`src/rtl/rdct_pkg.sv`:
```
// types and constants shared by the route decision cache modules
package rdct_pkg;

   localparam logic [31:0] TTL_RESET     = 32'd100;
   localparam logic        ACTION_LOOKUP = 1'b0;
   localparam logic        ACTION_UPDATE = 1'b1;
   localparam logic        REG_TTL       = 1'b0;

   typedef struct packed {
      logic        action;
      logic [39:0] now_ms;
      logic [2:0]  service_kind;
      logic [7:0]  core_number;
      logic [15:0] new_server;
   } req_type;

   typedef struct packed {
      logic        hit;
      logic [15:0] server_out;
      logic [31:0] hit_total;
      logic [31:0] miss_total;
   } rsp_type;

   typedef struct packed {
      logic [2:0]  service;
      logic [7:0]  core;
      logic [15:0] server;
      logic [40:0] expiry;
   } slot_type;

   typedef enum logic [1:0] {
      ST_IDLE,
      ST_SCAN,
      ST_WRITE,
      ST_DONE
   } state_type;

   typedef struct packed {
      logic start;
      logic scan;
      logic write_entry;
      logic load_rsp;
   } ctrl_cmd_type;

   typedef struct packed {
      logic scan_done;
      logic is_update;
      logic rsp_free;
   } dp_status_type;

endpackage

```
`src/rtl/rdct_ram.sv`:
```
// generic single write port, single read port ram with registered read
module rdct_ram #(
   parameter int WIDTH = 68,
   parameter int DEPTH = 16,
   localparam int AddrWidth = (DEPTH > 1) ? $clog2(DEPTH) : 1
) (
   input  logic                 clock,
   input  logic                 wr_en,
   input  logic [AddrWidth-1:0] wr_addr,
   input  logic [WIDTH-1:0]     wr_data,
   input  logic                 rd_en,
   input  logic [AddrWidth-1:0] rd_addr,
   output logic [WIDTH-1:0]     rd_data
);

   logic [WIDTH-1:0] mem_ff [DEPTH];
   logic [WIDTH-1:0] rd_data_ff;

   always_ff @(posedge clock) begin
      if (wr_en) begin
         mem_ff[wr_addr] <= wr_data;
      end
      if (rd_en) begin
         rd_data_ff <= mem_ff[rd_addr];
      end
   end

   assign rd_data = rd_data_ff;

endmodule

```
`src/rtl/rdct_ctrl.sv`:
```
// controller state machine for the route decision cache
module rdct_ctrl
   import rdct_pkg::*;
(
   input  logic          clock,
   input  logic          reset,
   input  logic          req_valid,
   output logic          req_stall,
   input  dp_status_type status,
   output ctrl_cmd_type  cmd
);

   state_type state_ff;
   state_type state_in;

   always_comb begin
      state_in = state_ff;
      unique case (state_ff)
         ST_IDLE: begin
            if (req_valid) begin
               state_in = ST_SCAN;
            end
         end
         ST_SCAN: begin
            if (status.scan_done) begin
               state_in = status.is_update ? ST_WRITE : ST_DONE;
            end
         end
         ST_WRITE: begin
            state_in = ST_DONE;
         end
         ST_DONE: begin
            if (status.rsp_free) begin
               state_in = ST_IDLE;
            end
         end
         default: begin
            state_in = ST_IDLE;
         end
      endcase
   end

   always_comb begin
      cmd       = '0;
      req_stall = 1'b1;
      unique case (state_ff)
         ST_IDLE: begin
            req_stall = 1'b0;
            cmd.start = req_valid;
         end
         ST_SCAN: begin
            cmd.scan = 1'b1;
         end
         ST_WRITE: begin
            cmd.write_entry = 1'b1;
         end
         ST_DONE: begin
            cmd.load_rsp = status.rsp_free;
         end
         default: begin
            req_stall = 1'b1;
         end
      endcase
   end

   always_ff @(posedge clock) begin
      if (reset) begin
         state_ff <= ST_IDLE;
      end else begin
         state_ff <= state_in;
      end
   end

endmodule

```
`src/rtl/rdct_dp.sv`:
```
// datapath: item register, slot scan, entry write, counters, result register, ttl register
module rdct_dp
   import rdct_pkg::*;
#(
   parameter int CACHE_SLOTS = 16
) (
   input  logic          clock,
   input  logic          reset,
   input  req_type       req_data,
   output logic          rsp_valid,
   input  logic          rsp_stall,
   output rsp_type       rsp_data,
   input  logic          psel,
   input  logic          penable,
   input  logic          pwrite,
   input  logic [2:0]    paddr,
   input  logic [31:0]   pwdata,
   output logic [31:0]   prdata,
   input  ctrl_cmd_type  cmd,
   output dp_status_type status
);

   localparam int AW = (CACHE_SLOTS > 1) ? $clog2(CACHE_SLOTS) : 1;
   localparam int CW = $clog2(CACHE_SLOTS + 1);
   localparam logic [CW-1:0] SlotCount = CW'(CACHE_SLOTS);

   req_type       item_ff, item_in;
   logic [CW-1:0] addr_ff, addr_in;
   logic          pend_ff, pend_in;
   logic [AW-1:0] pend_idx_ff, pend_idx_in;
   logic          found_ff, found_in;
   logic [AW-1:0] found_idx_ff, found_idx_in;
   logic [15:0]   found_server_ff, found_server_in;
   logic [CW-1:0] used_ff, used_in;
   logic [31:0]   hit_cnt_ff, hit_cnt_in;
   logic [31:0]   miss_cnt_ff, miss_cnt_in;
   logic [31:0]   ttl_ff, ttl_in;
   rsp_type       rsp_ff, rsp_in;
   logic          rsp_valid_ff, rsp_valid_in;

   logic          is_update;
   logic          issue;
   logic          key_eq;
   logic          live;
   logic          match;
   logic          lookup_hit;
   logic          has_room;
   logic [AW-1:0] wr_addr;
   slot_type      wr_entry;
   slot_type      rd_entry;
   logic [$bits(slot_type)-1:0] rd_word;

   assign is_update = (item_ff.action == ACTION_UPDATE);
   assign issue     = cmd.scan && (addr_ff < used_ff) && !found_ff;
   assign rd_entry  = slot_type'(rd_word);
   assign key_eq    = (rd_entry.service == item_ff.service_kind)
                   && (rd_entry.core == item_ff.core_number);
   assign live      = ({1'b0, item_ff.now_ms} < rd_entry.expiry);
   assign match     = pend_ff && key_eq && (is_update || live);
   assign lookup_hit = !is_update && found_ff;
   assign has_room  = (used_ff < SlotCount);

   always_comb begin
      if (found_ff) begin
         wr_addr = found_idx_ff;
      end else if (has_room) begin
         wr_addr = used_ff[AW-1:0];
      end else begin
         wr_addr = '0;
      end
   end

   assign wr_entry.service = item_ff.service_kind;
   assign wr_entry.core    = item_ff.core_number;
   assign wr_entry.server  = item_ff.new_server;
   assign wr_entry.expiry  = {1'b0, item_ff.now_ms} + {9'd0, ttl_ff};

   rdct_ram #(
      .WIDTH ($bits(slot_type)),
      .DEPTH (CACHE_SLOTS)
   ) u_slots (
      .clock   (clock),
      .wr_en   (cmd.write_entry),
      .wr_addr (wr_addr),
      .wr_data (wr_entry),
      .rd_en   (issue),
      .rd_addr (addr_ff[AW-1:0]),
      .rd_data (rd_word)
   );

   always_comb begin
      item_in         = item_ff;
      addr_in         = addr_ff;
      pend_in         = pend_ff;
      pend_idx_in     = pend_idx_ff;
      found_in        = found_ff;
      found_idx_in    = found_idx_ff;
      found_server_in = found_server_ff;
      used_in         = used_ff;
      hit_cnt_in      = hit_cnt_ff;
      miss_cnt_in     = miss_cnt_ff;
      rsp_in          = rsp_ff;
      rsp_valid_in    = rsp_valid_ff && rsp_stall;
      ttl_in          = ttl_ff;

      if (cmd.start) begin
         item_in  = req_data;
         addr_in  = '0;
         pend_in  = 1'b0;
         found_in = 1'b0;
      end

      if (cmd.scan) begin
         pend_in     = issue;
         pend_idx_in = addr_ff[AW-1:0];
         if (issue) begin
            addr_in = addr_ff + CW'(1);
         end
         if (match && !found_ff) begin
            found_in        = 1'b1;
            found_idx_in    = pend_idx_ff;
            found_server_in = rd_entry.server;
         end
      end

      if (cmd.write_entry && !found_ff && has_room) begin
         used_in = used_ff + CW'(1);
      end

      if (cmd.load_rsp) begin
         if (!is_update) begin
            if (found_ff) begin
               hit_cnt_in = hit_cnt_ff + 32'd1;
            end else begin
               miss_cnt_in = miss_cnt_ff + 32'd1;
            end
         end
         rsp_in.hit        = lookup_hit;
         rsp_in.server_out = lookup_hit ? found_server_ff : 16'd0;
         rsp_in.hit_total  = hit_cnt_in;
         rsp_in.miss_total = miss_cnt_in;
         rsp_valid_in      = 1'b1;
      end

      if (psel && penable && pwrite && (paddr[2] == REG_TTL)) begin
         ttl_in = pwdata;
      end
   end

   always_ff @(posedge clock) begin
      item_ff         <= item_in;
      addr_ff         <= addr_in;
      pend_idx_ff     <= pend_idx_in;
      found_idx_ff    <= found_idx_in;
      found_server_ff <= found_server_in;
      rsp_ff          <= rsp_in;
      if (reset) begin
         pend_ff      <= 1'b0;
         found_ff     <= 1'b0;
         used_ff      <= '0;
         hit_cnt_ff   <= '0;
         miss_cnt_ff  <= '0;
         rsp_valid_ff <= 1'b0;
         ttl_ff       <= TTL_RESET;
      end else begin
         pend_ff      <= pend_in;
         found_ff     <= found_in;
         used_ff      <= used_in;
         hit_cnt_ff   <= hit_cnt_in;
         miss_cnt_ff  <= miss_cnt_in;
         rsp_valid_ff <= rsp_valid_in;
         ttl_ff       <= ttl_in;
      end
   end

   assign status.scan_done = !pend_ff && (found_ff || (addr_ff >= used_ff));
   assign status.is_update = is_update;
   assign status.rsp_free  = !rsp_valid_ff || !rsp_stall;

   assign rsp_valid = rsp_valid_ff;
   assign rsp_data  = rsp_ff;
   assign prdata    = (paddr[2] == REG_TTL) ? ttl_ff : 32'd0;

endmodule

```
`src/rtl/route_decision_cache_ttl.sv`:
```
// top level of the route decision cache with entry expiry
//
//   port group   direction   handshake              payload
//   req_         in          req_valid / req_stall  req_data (req_type)
//   rsp_         out         rsp_valid / rsp_stall  rsp_data (rsp_type)
//   apb          in/out      psel penable pready    paddr pwdata prdata (ttl_ms at 0)
//
// an update writes its entry in a write state after the scan, before its result is loaded
// the scan reads one slot per cycle from the slot ram; an earlier match ends it sooner
// the next item is taken in the cycle after the result is loaded
// a new item is taken while the previous result waits in the output register
// a stalled result holds the block in its final state until the result is taken
// synchronous reset empties the cache, clears both counters and sets ttl_ms to 100
module route_decision_cache_ttl
   import rdct_pkg::*;
#(
   parameter int CACHE_SLOTS = 16
) (
   input  logic        clock,
   input  logic        reset,
   input  logic        req_valid,
   output logic        req_stall,
   input  req_type     req_data,
   output logic        rsp_valid,
   input  logic        rsp_stall,
   output rsp_type     rsp_data,
   input  logic        psel,
   input  logic        penable,
   input  logic        pwrite,
   input  logic [2:0]  paddr,
   input  logic [31:0] pwdata,
   output logic [31:0] prdata,
   output logic        pready
);

   ctrl_cmd_type  cmd;
   dp_status_type status;

   rdct_ctrl u_ctrl (
      .clock     (clock),
      .reset     (reset),
      .req_valid (req_valid),
      .req_stall (req_stall),
      .status    (status),
      .cmd       (cmd)
   );

   rdct_dp #(
      .CACHE_SLOTS (CACHE_SLOTS)
   ) u_dp (
      .clock     (clock),
      .reset     (reset),
      .req_data  (req_data),
      .rsp_valid (rsp_valid),
      .rsp_stall (rsp_stall),
      .rsp_data  (rsp_data),
      .psel      (psel),
      .penable   (penable),
      .pwrite    (pwrite),
      .paddr     (paddr),
      .pwdata    (pwdata),
      .prdata    (prdata),
      .cmd       (cmd),
      .status    (status)
   );

   assign pready = 1'b1;

endmodule

```
`config.mk`:
```
export PLATFORM = sky130hd
export DESIGN_NAME = route_decision_cache_ttl
export DESIGN_NICKNAME = d
export VERILOG_FILES = /design/src/rtl/rdct_pkg.sv /design/src/rtl/rdct_ram.sv /design/src/rtl/rdct_ctrl.sv /design/src/rtl/rdct_dp.sv /design/src/rtl/route_decision_cache_ttl.sv
export SDC_FILE = /design/constraint.sdc
export NUM_CORES = 1
export LEC_CHECK = 0
export ABC_AREA = 1
export CORE_AREA = 2 2 348 350
export DETAILED_ROUTE_END_ITERATION = 6
export DIE_AREA = 0 0 350 352
export DONT_BUFFER_PORTS = 1
export GPL_TIMING_DRIVEN = 0
export SLEW_MARGIN = 20
export SYNTH_ARGS = -nofsm -noshare
export SYNTH_HDL_FRONTEND = slang
export SYNTH_SLANG_ARGS = --single-unit
```
`constraint.sdc`:
```
create_clock -name clock -period 4.9 [get_ports clock]
set_input_delay 1.225 -clock clock [delete_from_list [all_inputs] [get_ports clock]]
set_output_delay 1.225 -clock clock [all_outputs]
set_load 0.02 [all_outputs]
```
==> run_results.csv <==
group,metric,value,unit
logic_synthesis,ys_top_cells_by_count,"edfxtp_1 (1329), nor2_1 (761), o21ai_0 (664)",
route,viasPerCell,5.72,
setup_path,crit_fanout,16,
cells_and_area,nFillCells,9782,
clocking,cts_buffers,153,
place,place_area,62900,sq um
clocking,cts_resized,0,
global_route,antenna_found_initial,2,
sta,max-slew-margin-rel,0.258,
place,dp_hpwl,118000,um
die,fp.dieW,350,um
cells_and_area,final_util,0.569,
logic_synthesis,synth_compound_area_frac,0.112,
cells_and_area,final_nets,5313,
sta,hold_slack,0.417,ns
place,gp_congestion,0.901,
sta,skew,0.0331,ns
clocking,h-tree-depth,4,
route,num_vias,39168,
route,drt_iter0_markers,4403,
logic_synthesis,synth_top_family_by_area,"compound AO/OA/AOI/OAI gates",
cells_and_area,drive_above_1_share,0.0829,
clocking,clk_latency,0.79,ns
logic_synthesis,yosys.area_share.simple,0.107,
run_status,outcome,"completed",
clocking,post-cts-setup-buffer-count,0,
logic_synthesis,yosysMostFrequentCell,"edfxtp_1",
sta,timing.final.crit_share,0.770,
logic_synthesis,synth_enable_flop_cells,1329,
sta,report.final.hold_viol_count,0,
cells_and_area,syn_to_final_growth,14.6,%
power,vdd_drop_max,0.397,mV
power,switching_share,0.311,
global_route,grtUsageTotal,0.268,
sta,finalCriticalPeriod,3.77,ns
setup_path,worstPathArrival,4.09,ns
sta,rsz0062_at_grt,"no",
logic_synthesis,yosys_warnings,0,
logic_synthesis,synth_xor_area_frac,0.0113,
sta,setup_viol_count_final,0,
die,num_rows,127,
power,p_clk_frac,0.334,
power,power.internal,23.4,mW
logic_synthesis,syn_nets,5095,
die,floorplan.initialDensity,0.497,
global_route,grt_pass1_vias,37711,
logic_synthesis,ys_seq_elements,1440,
min_path,hold_class,"reg2reg",
route,wl_per_cell,24.2,um
setup_path,crit_required,5.22,ns
sta,worst_pin_slew,1.11,ns
power,power_density,501,nW/um^2
sta,maxSlewViolCount,0,
route,drcViolationCount,0,
clocking,clk_path_buf_depth,3,
power,p_switching,10.6,mW
route,finalWirelength,166000,um
logic_synthesis,synthAdderAreaFrac,0.0183,
clocking,cts_hold_buf,0,
logic_synthesis,yosys.area.top_type,"edfxtp_1",
global_route,gr-total-overflow,0,
setup_path,critPathCaptureType,"flip-flop",
clocking,clkTransAtPathRegs,0.06,ns
logic_synthesis,synth-main-ff-cell,"edfxtp_1",
global_route,grt_max_degree,44,
route,ant_nets,0,
die,die_y,352,um
logic_synthesis,avgSynthCellArea,12.1,sq um
logic_synthesis,synth.mux.area_fraction,0,
power,combPwrFrac,0.199,
die,dieArea,123000,sq um
run,cap_violations,0,
setup_path,worstSetupPathType,"reg2reg",
logic_synthesis,syn_inst,4899,
logic_synthesis,synth_top_area_frac,0.674,
logic_synthesis,ys_types,60,
global_route,grt_pass1_wl,244000,um
clocking,cts_tree,"done",
power,seqPwrFrac,0.467,
logic_synthesis,synth.area.top_cells,"edfxtp_1 (67%), o21ai_0 (5.6%), nor2_1 (4.8%)",
setup_path,cp-start-kind,"flip-flop",
route,first_pass_iters,6,
place,io_buffer_count,0,
place,place_ws,1.01,ns
die,core,119000,sq um
power,leakagePower,23.5,nW
logic_synthesis,ys_async_sr_fraction,0,
die,io-pin-count,226,
logic_synthesis,ys_seq_area_frac,0.711,
clocking,cts_num_sinks,1440,
logic_synthesis,syn_area,59300,sq um
place,dp.cells,6574,
cells_and_area,final_cells,6850,
clocking,clock_tree.root_cell,"clkbuf_16",
cells_and_area,postLayoutCellArea,67900,sq um
sta,finalWorstSetupSlack,1.13,ns
sta,max_freq,265,MHz
==> worst max-delay path, cell delays in order (launching register included) <==
cell      delay [ns]
edfxtp_1        0.46
ha_1            0.31
fa_1            0.52
nand3_1         0.11
nand2_1         0.16
nand3_1         0.11
nand2_1         0.23
nand2_1         0.13
nand2_1         0.20
nand2_1         0.11
nand2_1         0.18
nand3_1         0.21
nand2_1         0.07
nand2_1         0.06
nand2_1         0.43
==> per-stage QoR <==
stage	setup TNS, ns	total power [mW]
3_3_place_gp	-2790.08	22.6
6_report	0	34.0
5_1_grt	0	35.3
3_5_place_dp	0	22.8
4_1_cts	0	34.1
2_1_floorplan	0	19.8
==> power by group through the flow <==
stage | Combinational (mW) | Sequential (mW) | Clock (mW)
after global placement | 6.31 | 16.2 | 0
after global routing | 7.38 | 16.0 | 12.0
after CTS | 6.73 | 15.9 | 11.5
after detailed placement | 6.70 | 16.1 | 0
after floorplan | 3.83 | 15.9 | 0
final | 6.75 | 15.9 | 11.4
==> cell usage in the layout (no fill, tap or decap), drive strengths merged, types with 110 or more instances in the layout <==
| cell | n |
|---|---|
| buf | 118 |
| nor2 | 771 |
| inv | 350 |
| o21ai | 683 |
| clkbuf | 391 |
| o221ai | 110 |
| nand3 | 181 |
| o22ai | 162 |
| a21oi | 147 |
| edfxtp | 1329 |
| nand2 | 476 |
| dfxtp | 111 |
==> layer usage <==
metal	up-vias	share of wire	global-route usage	routed length [um]
li1	18105	-	-	-
met1	19227	0.43	0.378	70800
met2	1599	0.46	0.414	76200
met3	237	0.081	0.0548	13500
met4	0	0.031	0.0907	5130
met5	-	0	0	0
==> flip-flops by register name, indices dropped and copies added, names as in the netlist <==
name / cells
u_dp.miss_cnt_ff: 32
u_dp.pend_idx_ff: 4
u_dp.rsp_valid: 1
u_dp.rsp_data: 81
u_dp.u_slots.mem_ff: 1088
u_dp.found_ff: 1
u_dp.hit_cnt_ff: 32
u_dp.ttl_ff: 32
u_dp.found_idx_ff: 4
u_dp.pend_ff: 1
u_dp.used_ff: 5
u_dp.item_ff: 67
u_dp.found_server_ff: 16
u_ctrl.state_ff: 2
u_dp.u_slots.rd_data: 68
u_dp.addr_ff: 5
u_dp.is_update: 1
==> worst paths after layout <==
check	startpoint	end	slack (ns)	cells past startpoint
max reg2reg	u_dp.item_ff[27]$_DFFE_PP_	u_dp.u_slots.mem_ff[10][30]$_DFFE_PP_	1.13	14
min reg2reg	u_dp.u_slots.rd_data[50]$_DFFE_PP_	u_dp.found_server_ff[9]$_DFFE_PP_	0.42	0
max	u_dp.item_ff[27]$_DFFE_PP_	u_dp.u_slots.mem_ff[10][30]$_DFFE_PP_	1.13	14
min	u_dp.u_slots.rd_data[50]$_DFFE_PP_	u_dp.found_server_ff[9]$_DFFE_PP_	0.42	0
==> area by class of cell <==
type,count,area [sq um],area share
Clock buffer,189,4110,0.0605
Multi-Input combinational cell,2853,15100,0.222
Antenna cell,3,7.51,0.000111
Timing Repair Buffer,63,1380,0.0203
Sequential cell,1440,42100,0.621
Tap cell,1612,2020,0.0297
Clock inverter,84,801,0.0118
Buffer,257,1040,0.0154
Inverter,349,1330,0.0195
==> cell families (layout without fill, tap and decap cells) <==
kind of cell,Yosys count,after routing
xor gates and xnor gates,74,74
DFF,1440,1440
other,1,4
and+or+nand+nor,1521,1521
buffers and inverters,606,942
AOI/OAI and AO/OA,1171,1171
adders and majority gates,86,86
No activity file was read; power rests on OpenSTA's default activity.
